$ cat src/hdl/dq_pkg.sv
`timescale 1ns / 1ps
// ----------------------------------------------------------------------------
// dq_pkg
// Shared types and constants for the double-ended queue.
// ----------------------------------------------------------------------------
package dq_pkg;

    localparam int DEPTH_DEF      = 16;
    localparam int ITEM_WIDTH_DEF = 32;

    // Fixed field widths of the stream words
    localparam int FIELD_W = 32;
    localparam int COUNT_W = 5;
    localparam int S_DATA_W = 40;
    localparam int M_DATA_W = 104;

    typedef enum logic [1:0] {
        OP_QUERY      = 2'd0,
        OP_PUSH_RIGHT = 2'd1,
        OP_POP_LEFT   = 2'd2,
        OP_POP_RIGHT  = 2'd3
    } opcode_t;

    typedef enum logic [1:0] {
        STATUS_OK    = 2'd0,
        STATUS_FULL  = 2'd1,
        STATUS_EMPTY = 2'd2
    } status_t;

    // Command broadcast to every cell of the chain
    typedef struct packed {
        logic push;
        logic pop_left;
        logic pop_right;
    } cell_cmd_t;

endpackage

$ cat src/hdl/dq_cell.sv
`timescale 1ns / 1ps
// ----------------------------------------------------------------------------
// dq_cell
// One slot of the queue chain. Slot 0 is the left end; valid slots form a
// contiguous run from slot 0. Pop left shifts the whole chain one slot down.
// ----------------------------------------------------------------------------
module dq_cell #(
    parameter int ITEM_WIDTH = dq_pkg::ITEM_WIDTH_DEF
) (
    input  logic                  clk,
    input  logic                  rst_n,
    input  dq_pkg::cell_cmd_t     cmd,
    input  logic [ITEM_WIDTH-1:0] push_item,
    input  logic                  prev_valid,
    input  logic                  next_valid,
    input  logic [ITEM_WIDTH-1:0] next_data,
    output logic                  valid,
    output logic [ITEM_WIDTH-1:0] data,
    output logic [ITEM_WIDTH-1:0] tail_data
);
    import dq_pkg::*;

    logic                  valid_reg;
    logic                  valid_next;
    logic [ITEM_WIDTH-1:0] data_reg;
    logic [ITEM_WIDTH-1:0] data_next;

    always_comb
    begin
        valid_next = valid_reg;
        data_next  = data_reg;
        if (cmd.pop_left)
        begin
            valid_next = next_valid;
            data_next  = next_data;
        end
        else if (cmd.pop_right)
        begin
            // the last valid slot is the one whose upper neighbor is empty
            valid_next = valid_reg & next_valid;
        end
        else if (cmd.push)
        begin
            // first empty slot takes the new word
            if (!valid_reg && prev_valid)
            begin
                valid_next = 1'b1;
                data_next  = push_item;
            end
        end
    end

    always_ff @(posedge clk or negedge rst_n)
    begin
        if (!rst_n)
        begin
            valid_reg <= 1'b0;
        end
        else
        begin
            valid_reg <= valid_next;
        end
    end

    always_ff @(posedge clk)
    begin
        data_reg <= data_next;
    end

    assign valid     = valid_reg;
    assign data      = data_reg;
    assign tail_data = (valid_reg && !next_valid) ? data_reg : '0;

endmodule

$ cat src/hdl/double_ended_queue.sv
`timescale 1ns / 1ps
// ----------------------------------------------------------------------------
// double_ended_queue
// Bounded deque: push right, pop left, pop right, query, on a chain of slots.
// ----------------------------------------------------------------------------
//  Channel  Dir  Word fields (low bit up)
//  s_*      in   opcode[1:0], push_value[33:2], zero pad to 40 bits
//  m_*      out  popped_value, left_item, right_item, entry_count,
//                is_empty, status (104 bits)
//
//  Each word first updates the slot chain; in ST_GATHER both end items are
//  then collected into the output register. The right end is found by a
//  one-hot OR over the slots, shared by pop right and the result.
//  A new word is taken once the previous result has left or is leaving.
//  rst_n clears all slot valid bits and the count; no clearing pass.
//  m_tready low holds the result and blocks new input.
// ----------------------------------------------------------------------------
module double_ended_queue #(
    parameter int DEPTH      = dq_pkg::DEPTH_DEF,
    parameter int ITEM_WIDTH = dq_pkg::ITEM_WIDTH_DEF
) (
    input  logic                          clk,
    input  logic                          rst_n,
    input  logic                          s_tvalid,
    output logic                          s_tready,
    input  logic [dq_pkg::S_DATA_W-1:0]   s_tdata,  // opcode, push_value, pad
    output logic                          m_tvalid,
    input  logic                          m_tready,
    output logic [dq_pkg::M_DATA_W-1:0]   m_tdata   // popped, left, right,
                                                    // count, empty, status
);
    import dq_pkg::*;

    localparam int CNT_W = $clog2(DEPTH + 1);
    localparam int CW    = (ITEM_WIDTH < FIELD_W) ? ITEM_WIDTH : FIELD_W;

    typedef enum logic {
        ST_IDLE,
        ST_GATHER
    } state_t;

    state_t                state_reg;
    logic                  m_tvalid_reg;
    logic [M_DATA_W-1:0]   m_tdata_reg;
    logic [CNT_W-1:0]      count_reg;
    logic [CNT_W-1:0]      count_next;
    logic [ITEM_WIDTH-1:0] popped_reg;
    logic [ITEM_WIDTH-1:0] popped_next;
    status_t               status_reg;
    status_t               status_next;

    logic                  in_accept;
    opcode_t               op;
    logic [ITEM_WIDTH-1:0] push_item;
    cell_cmd_t             cmd;

    logic [DEPTH-1:0]      cell_valid;
    logic [ITEM_WIDTH-1:0] cell_data [DEPTH];
    logic [ITEM_WIDTH-1:0] cell_tail [DEPTH];
    logic [ITEM_WIDTH-1:0] right_item;
    logic [ITEM_WIDTH-1:0] left_item;

    logic [FIELD_W-1:0]    popped_w;
    logic [FIELD_W-1:0]    left_w;
    logic [FIELD_W-1:0]    right_w;

    assign s_tready  = (state_reg == ST_IDLE) && (!m_tvalid_reg || m_tready);
    assign in_accept = s_tvalid && s_tready;
    assign op        = opcode_t'(s_tdata[1:0]);
    assign push_item = ITEM_WIDTH'(s_tdata[2 +: CW]);

    // slot chain
    genvar g;
    generate
        for (g = 0; g < DEPTH; g++)
        begin : g_cell
            logic                  prev_v;
            logic                  next_v;
            logic [ITEM_WIDTH-1:0] next_d;
            if (g == 0)
            begin : g_first
                assign prev_v = 1'b1;
            end
            else
            begin : g_mid
                assign prev_v = cell_valid[g-1];
            end
            if (g == DEPTH - 1)
            begin : g_last
                assign next_v = 1'b0;
                assign next_d = '0;
            end
            else
            begin : g_inner
                assign next_v = cell_valid[g+1];
                assign next_d = cell_data[g+1];
            end
            dq_cell #(
                .ITEM_WIDTH (ITEM_WIDTH)
            ) u_cell (
                .clk        (clk),
                .rst_n      (rst_n),
                .cmd        (cmd),
                .push_item  (push_item),
                .prev_valid (prev_v),
                .next_valid (next_v),
                .next_data  (next_d),
                .valid      (cell_valid[g]),
                .data       (cell_data[g]),
                .tail_data  (cell_tail[g])
            );
        end
    endgenerate

    // at most one slot drives a nonzero tail
    always_comb
    begin
        right_item = '0;
        for (int i = 0; i < DEPTH; i++)
        begin
            right_item = right_item | cell_tail[i];
        end
    end

    assign left_item = cell_valid[0] ? cell_data[0] : '0;

    always_comb
    begin
        cmd         = '0;
        count_next  = count_reg;
        popped_next = '0;
        status_next = STATUS_OK;
        if (in_accept)
        begin
            unique case (op)
                OP_QUERY:
                begin
                end
                OP_PUSH_RIGHT:
                begin
                    if (count_reg == CNT_W'(DEPTH))
                    begin
                        status_next = STATUS_FULL;
                    end
                    else
                    begin
                        cmd.push   = 1'b1;
                        count_next = count_reg + 1'b1;
                    end
                end
                OP_POP_LEFT:
                begin
                    if (count_reg == '0)
                    begin
                        status_next = STATUS_EMPTY;
                    end
                    else
                    begin
                        cmd.pop_left = 1'b1;
                        popped_next  = cell_data[0];
                        count_next   = count_reg - 1'b1;
                    end
                end
                OP_POP_RIGHT:
                begin
                    if (count_reg == '0)
                    begin
                        status_next = STATUS_EMPTY;
                    end
                    else
                    begin
                        cmd.pop_right = 1'b1;
                        popped_next   = right_item;
                        count_next    = count_reg - 1'b1;
                    end
                end
                default:
                begin
                end
            endcase
        end
    end

    assign popped_w = FIELD_W'(popped_reg[CW-1:0]);
    assign left_w   = FIELD_W'(left_item[CW-1:0]);
    assign right_w  = FIELD_W'(right_item[CW-1:0]);

    always_ff @(posedge clk or negedge rst_n)
    begin
        if (!rst_n)
        begin
            state_reg    <= ST_IDLE;
            m_tvalid_reg <= 1'b0;
            m_tdata_reg  <= '0;
            count_reg    <= '0;
            popped_reg   <= '0;
            status_reg   <= STATUS_OK;
        end
        else
        begin
            count_reg <= count_next;
            if (in_accept)
            begin
                popped_reg <= popped_next;
                status_reg <= status_next;
            end
            unique case (state_reg)
                ST_IDLE:
                begin
                    if (m_tready)
                    begin
                        m_tvalid_reg <= 1'b0;
                    end
                    if (in_accept)
                    begin
                        state_reg <= ST_GATHER;
                    end
                end
                ST_GATHER:
                begin
                    // previous word left at the accepting edge
                    m_tvalid_reg <= 1'b1;
                    m_tdata_reg  <= {status_reg, ~cell_valid[0], COUNT_W'(count_reg),
                                     right_w, left_w, popped_w};
                    state_reg    <= ST_IDLE;
                end
                default:
                begin
                    state_reg <= ST_IDLE;
                end
            endcase
        end
    end

    assign m_tvalid = m_tvalid_reg;
    assign m_tdata  = m_tdata_reg;

endmodule

$ cat config.mk
export PLATFORM = sky130hd
export DESIGN_NAME = double_ended_queue
export DESIGN_NICKNAME = d
export VERILOG_FILES = /design/src/hdl/dq_pkg.sv /design/src/hdl/dq_cell.sv /design/src/hdl/double_ended_queue.sv
export SDC_FILE = /design/constraint.sdc
export NUM_CORES = 1
export LEC_CHECK = 0
export BUFFER_PORTS_ARGS = -buffer_cell sky130_fd_sc_hd__buf_2
export CELL_PAD_IN_SITES_DETAIL_PLACEMENT = 2
export CELL_PAD_IN_SITES_GLOBAL_PLACEMENT = 2
export CORE_ASPECT_RATIO = 1.2
export CORE_MARGIN = 1.5
export CORE_UTILIZATION = 25
export DETAILED_ROUTE_END_ITERATION = 12
export HOLD_SLACK_MARGIN = 0.12
export PLACE_DENSITY_LB_ADDON = 0.1
export SLEW_MARGIN = 20
export SYNTH_ARGS = -nofsm -noshare
export SYNTH_HDL_FRONTEND = slang
export SYNTH_SLANG_ARGS = --single-unit
$ cat constraint.sdc
create_clock -name clk -period 9.6 [get_ports clk]
set_clock_uncertainty 0.1 [all_clocks]
set_input_delay 2.88 -clock clk [delete_from_list [all_inputs] [get_ports clk]]
set_output_delay 2.88 -clock clk [all_outputs]
set_load 0.05 [all_outputs]
==> impl_metrics.tcl, run 1 <==
set metrics [dict create \
    overflow 0 \
    hold_start "status_reg[1]" \
    post_cts_buffers 0 \
    routed_wl_um 104900 \
    synthDistinctLibCells 47 \
    hpwl_um 58470 \
    antenna_found_initial 3 \
    h-tree-depth 3 \
    die_h_um 378.3 \
    synth_edf_count 480 \
    total_power_mw 10.21 \
    route.detailed.drc 7 \
    r2r_cells 7 \
    ys_seq_elements 673 \
    end_kind "primary output" \
    layout_setup_ws_ns 3.073 \
    outcome "finished, violations left" \
    antenna_cells 0 \
    clock-sinks 673 \
    peakVddDrop_v 0.0001590 \
    grt_pass1_vias 21270 \
    relSlewSlack 0.3371 \
    netlist_area_mm2 0.02935 \
    drive_above_1_share 0.1973 \
    crit_chain "buf_2, nor2b_1, nor2_1, buf_2" \
    ant_nets 0 \
    final_util 0.2948 \
    gp_congestion 0.7197 \
    synthCells 2174 \
    stdcell_area_mm2 0.03431 \
    min_to "status_reg[1]" \
    syn_to_final_growth_pct 16.89 \
    rsz0062_at_grt "false" \
    io_pins 150 \
    postPlaceCellArea_mm2 0.03172 \
    syn_nets 2222 \
    first_iter_violations 1147 \
    worstPathRequired_ns 6.62 \
    crit_slowest_cell "buf_2" \
    core_mm2 0.1164 \
    post_drt_wl_per_cell_um 27.32 \
    ys_seq_area_frac 0.6502 \
    cp.arrival_ns 3.55 \
    fin_tns_setup_ns 0 \
    dp.cells 3691 \
    io_buffers 143 \
    cts.clk_slew.worst_paths_ns 0.06 \
    largest_register_ffs 512 \
    yosysWarnings 0 \
    drv_slew 0 \
    cpPeakStageDelay_ns 0.26 \
    rows 137 \
    tightest_slew_ns 0.9906 \
    finalCritPeriodShare 0.6799 \
    power_density_mw_per_mm2 297.7 \
    die_w_um 315.8 \
    fin_hold_ws_ns 0.3807 \
    num_vias 19370 \
    min_path_type "reg -> reg" \
    synthFlopType "edfxtp_1" \
    vias_per_cell 5.045 \
    syn_avg_cell_area_um2 13.50 \
    r2r_slack_ns 5.18 \
    r2r_end "g_cell[0].u_cell.data[5]" \
    clockBufferDepth 3 \
    fp.dieArea_mm2 0.1195 \
    cts_resized 0 \
    firstDrtPassIters 11 \
    r2r-start "state_reg" \
    critPathKind "in -> out" \
    fill_cells 12130 \
    fin_crit_ns 6.527 \
    max_cap_viol_count 0 \
    hold_viol 0 \
    finalSetupViolCount 0 \
    cts_made_buffers 80 \
    violations "DRC" \
    final_nets 2292 \
    pre_cts_slack_ns 3.034 \
    cts_root_buf "clkbuf_16" \
    power.leakage_nw 14.26 \
    grt_pass1_wl_um 152600 \
    initial_core_util 0.2522 \
    grt_start_max_net_pins 157 \
    cts_tree "yes" \
    crit_fanout 3 \
    fmaxAchievable_ghz 0.1532 \
    clkLatencyLatePin_ns 0.66 \
    startpoint_type "input pin" \
    instances_no_fill 3840 \
    synth_async_sr_flop_share 0.2392 \
    ctsHoldBuffers 0 \
    holdPathStages 2 \
    crit_top_cell "buf_2" \
    grtUsageTotal 0.1754 \
]
routing by layer:
metal / global-route usage / vias up / part of all wire
met5: 0 / - / 0
met4: 0.05200 / 0 / 0.021
met3: 0.01982 / 121 / 0.027
met2: 0.3001 / 287 / 0.50
met1: 0.2315 / 10420 / 0.46
li1: - / 8546 / -
cells in the final DEF (no fill, tap or decap), types with 24 or more instances in the layout:
cell	count
a21o_1	514
a21oi_1	50
a221oi_1	35
a22o_1	66
a22oi_1	155
a32oi_1	31
buf_2	142
buf_4	47
clkbuf_1	24
clkbuf_16	83
dfrtp_1	157
dfxtp_1	32
edfxtp_1	480
inv_1	36
mux2_2	72
nand2_1	69
nand3_1	33
nand4_1	32
nand4b_1	31
nor2_1	31
nor2b_2	32
o21ai_0	37
area by class of cell:
cell class	instances	area [um2]	area share
clock inverter	33	294.0	0.008570
multi-input combinational	1258	9440	0.2752
timing repair buffer	193	1137	0.03315
sequential	673	19090	0.5564
inverter	38	142.6	0.004157
tap	1529	1913	0.05576
clock buffer	116	2291	0.06677
critical path, delay by kind of cell:
family / cells / cell delay, ns
buf+inv: 2 / 0.36
simple gates: 2 / 0.31
cells in the mapped netlist, drive strengths merged, types with 3 or more instances:
library cell	n	area, um2
a22oi	155	1164
a21o	515	3866
mux2	72	810.8
xor2	3	26.28
ha	3	37.54
buf	108	558.0
a21oi	50	250.2
clkbuf	97	365.4
nor2b	46	360.3
dfrtp	161	4029
a22o	66	578.1
o21ai	38	193.9
edfxtp	480	14410
a32oi	31	271.5
inv	37	138.9
dfxtp	32	640.6
a221oi	35	306.5
a211oi	14	105.1
nand2	70	262.8
nand4	32	200.2
nand4b	31	271.5
nand3	33	165.2
nor2	46	172.7
kinds of logic (layout without fill, tap and decap cells):
kind of cell	count (synthesis)	in the layout	share of synthesized area
buffers and inverters	243	380	0.03632
muxes	72	72	0.02762
xor gates and xnor gates	5	5	0.001492
DFF	673	673	0.6502
AOI/OAI and AO/OA	909	909	0.2308
adders and majority gates	4	4	0.001961
and+or+nand+nor	268	268	0.05158
where the power goes:
part | switching [mW] | total, mW | internal [mW] | leakage, nW
clock network | 1.29 | 3.09 | 1.79 | 1.28
logic | 2.30 | 3.23 | 0.935 | 6.40
registers | 0.292 | 3.89 | 3.60 | 6.57
total | 3.88 | 10.2 | 6.33 | 14.3
worst max path at each step:
stage | from | endpoint | slack [ns] | cells after the start
after floorplan | m_tready | s_tready | 3.02 | 2
after global placement | m_tready | g_cell[0].u_cell.data[0] | 3.04 | 8
after detailed placement | m_tready | g_cell[0].u_cell.data[0] | 3.03 | 8
after CTS | m_tready | s_tready | 3.04 | 4
after global routing | m_tready | s_tready | 2.98 | 4
final | m_tready | s_tready | 3.07 | 4
Note: power is estimated with default switching activity, not from simulation.
==> inputs of run 2 (changes only) <==
Clock period 9.6 ns to 6.3 ns, I/O delays scaled along.
==> run 2 against run 1 <==
  * Worst hold slack better by 0.0034 ns
  * Global-route usage is 0.54 points higher
  * The run now ends clean
  * Highest routed layer unchanged
  * Combinational power is 55% higher
  * Power is 53% higher
  * Clock power is 51% higher
  * Non-clock buffer count is 27 higher
  * Design area is 1.1% higher
  * First-iteration DRC count is 12% higher
  * Critical path depth stayed put
  * Sequential share of layout area is 0.61 points lower
  * Critical endpoint unchanged
==> impl_metrics.tcl, run 2 (same netlist as run 1, synthesis figures left out) <==
set metrics [dict create \
    die_h_um 378.3 \
    final_nets 2320 \
    fp.dieArea_mm2 0.1195 \
    post_drt_wl_per_cell_um 27.85 \
    power.leakage_nw 14.42 \
    hpwl_um 63360 \
    grtUsageTotal 0.1808 \
    overflow 0 \
    layout_commonest_cell "a21o_1" \
    fin_hold_ws_ns 0.3841 \
    gp_congestion 0.7217 \
    drive_above_1_share 0.2051 \
    regArea_mm2 0.01909 \
    final_cell_mix "a21o_1 (514), edfxtp_1 (480), dfrtp_1 (157)" \
    io_pins 150 \
    peakVddDrop_v 0.0001969 \
    grt_pass1_vias 21660 \
    antenna_found_initial 2 \
    hold_viol 0 \
    ctsHoldBuffers 0 \
    route.detailed.drc 0 \
    clkLatencyLatePin_ns 0.67 \
    max_cap_viol_count 0 \
    ant_nets 0 \
    cts_made_buffers 81 \
    firstDrtPassIters 9 \
    h-tree-depth 3 \
    tightest_slew_ns 1.043 \
    cp.arrival_ns 2.61 \
    core_mm2 0.1164 \
    cts_resized 0 \
    initial_core_util 0.2522 \
    post_cts_buffers 0 \
    rsz0062_at_grt "false" \
    multiInputGateArea_mm2 0.009443 \
    fin_crit_ns 4.600 \
    finalCritPeriodShare 0.7301 \
    clockBufferDepth 3 \
    drv_slew 0 \
    critPathKind "in -> out" \
    die_w_um 315.8 \
    rows 137 \
    syn_to_final_growth_pct 18.19 \
    clock-sinks 673 \
    fin_tns_setup_ns 0 \
    first_iter_violations 1280 \
    worstPathRequired_ns 4.31 \
    antenna_cells 0 \
    min_path_type "reg -> reg" \
    cts.clk_slew.worst_paths_ns 0.06 \
    grt_start_max_net_pins 85 \
    postPlaceCellArea_mm2 0.03210 \
    outcome "finished, final reports clean" \
    finalSetupViolCount 0 \
    grt_pass1_wl_um 156300 \
    fmaxAchievable_ghz 0.2174 \
    crit_fanout 3 \
    num_vias 19660 \
    io_buffers 143 \
    power_density_mw_per_mm2 450.7 \
    largest_register_ffs 512 \
    vias_per_cell 5.082 \
    startpoint_type "input pin" \
    cts_root_buf "clkbuf_16" \
    relSlewSlack 0.3050 \
    fill_cells 12090 \
    stdcell_area_mm2 0.03469 \
    routed_wl_um 107800 \
    end_kind "primary output" \
    cts_tree "yes" \
]
## run 2: power by group
part | leakage [nW] | total, mW | switching, mW | internal (mW)
Combinational | 6.59 | 5.01 | 3.55 | 1.46
Clock | 1.26 | 4.68 | 1.98 | 2.70
Sequential | 6.57 | 5.94 | 0.453 | 5.49
Total | 14.4 | 15.6 | 5.98 | 9.65
## run 2: worst paths after layout
path	from	end	slack, ns	depth (start not counted)
setup / recovery	m_tready	s_tready	1.70	4
hold / removal	m_tdata[101]	m_tdata[101]	0.38	2
setup reg to reg	g_cell[1].u_cell.valid	g_cell[1].u_cell.data[20]	2.80	5
hold reg to reg	m_tdata[101]	m_tdata[101]	0.38	2
max in group asynchronous	rst_n	m_tdata[80]	3.97	2
min in group asynchronous	rst_n	state_reg	1.17	1
## run 2: layer usage
metal | share of wire | track usage
met1 | 0.44 | 0.2302
met2 | 0.51 | 0.3220
met3 | 0.028 | 0.02076
met4 | 0.018 | 0.04767
met5 | 0 | 0
## run 2: final cells by class
type,instances,share of cell area
well taps,1529,0.05515
inverters,38,0.004112
clock buffers,111,0.06341
repair buffers,220,0.04379
flip-flops and latches,673,0.5504
clock inverters,40,0.01097
multi-input cells,1258,0.2722
## run 2: per-stage QoR
step / setup slack [ns] / cells / power (mW) / util
4_1_cts: 1.654 / 3869 / 15.96 / 0.2980
5_1_grt: 1.614 / 3869 / 16.40 / 0.2980
2_1_floorplan: 1.150 / 2174 / 8.949 / -
3_3_place_gp: 1.212 / 3717 / 11.05 / 0.2757
3_5_place_dp: 1.336 / 3718 / 11.15 / 0.2758
6_report: 1.700 / 3869 / 15.63 / 0.2980
## run 2: worst max-delay path: stages
cell,delay (ns)
buf_2,0.10
nor2b_1,0.28
nor2_1,0.09
buf_2,0.25
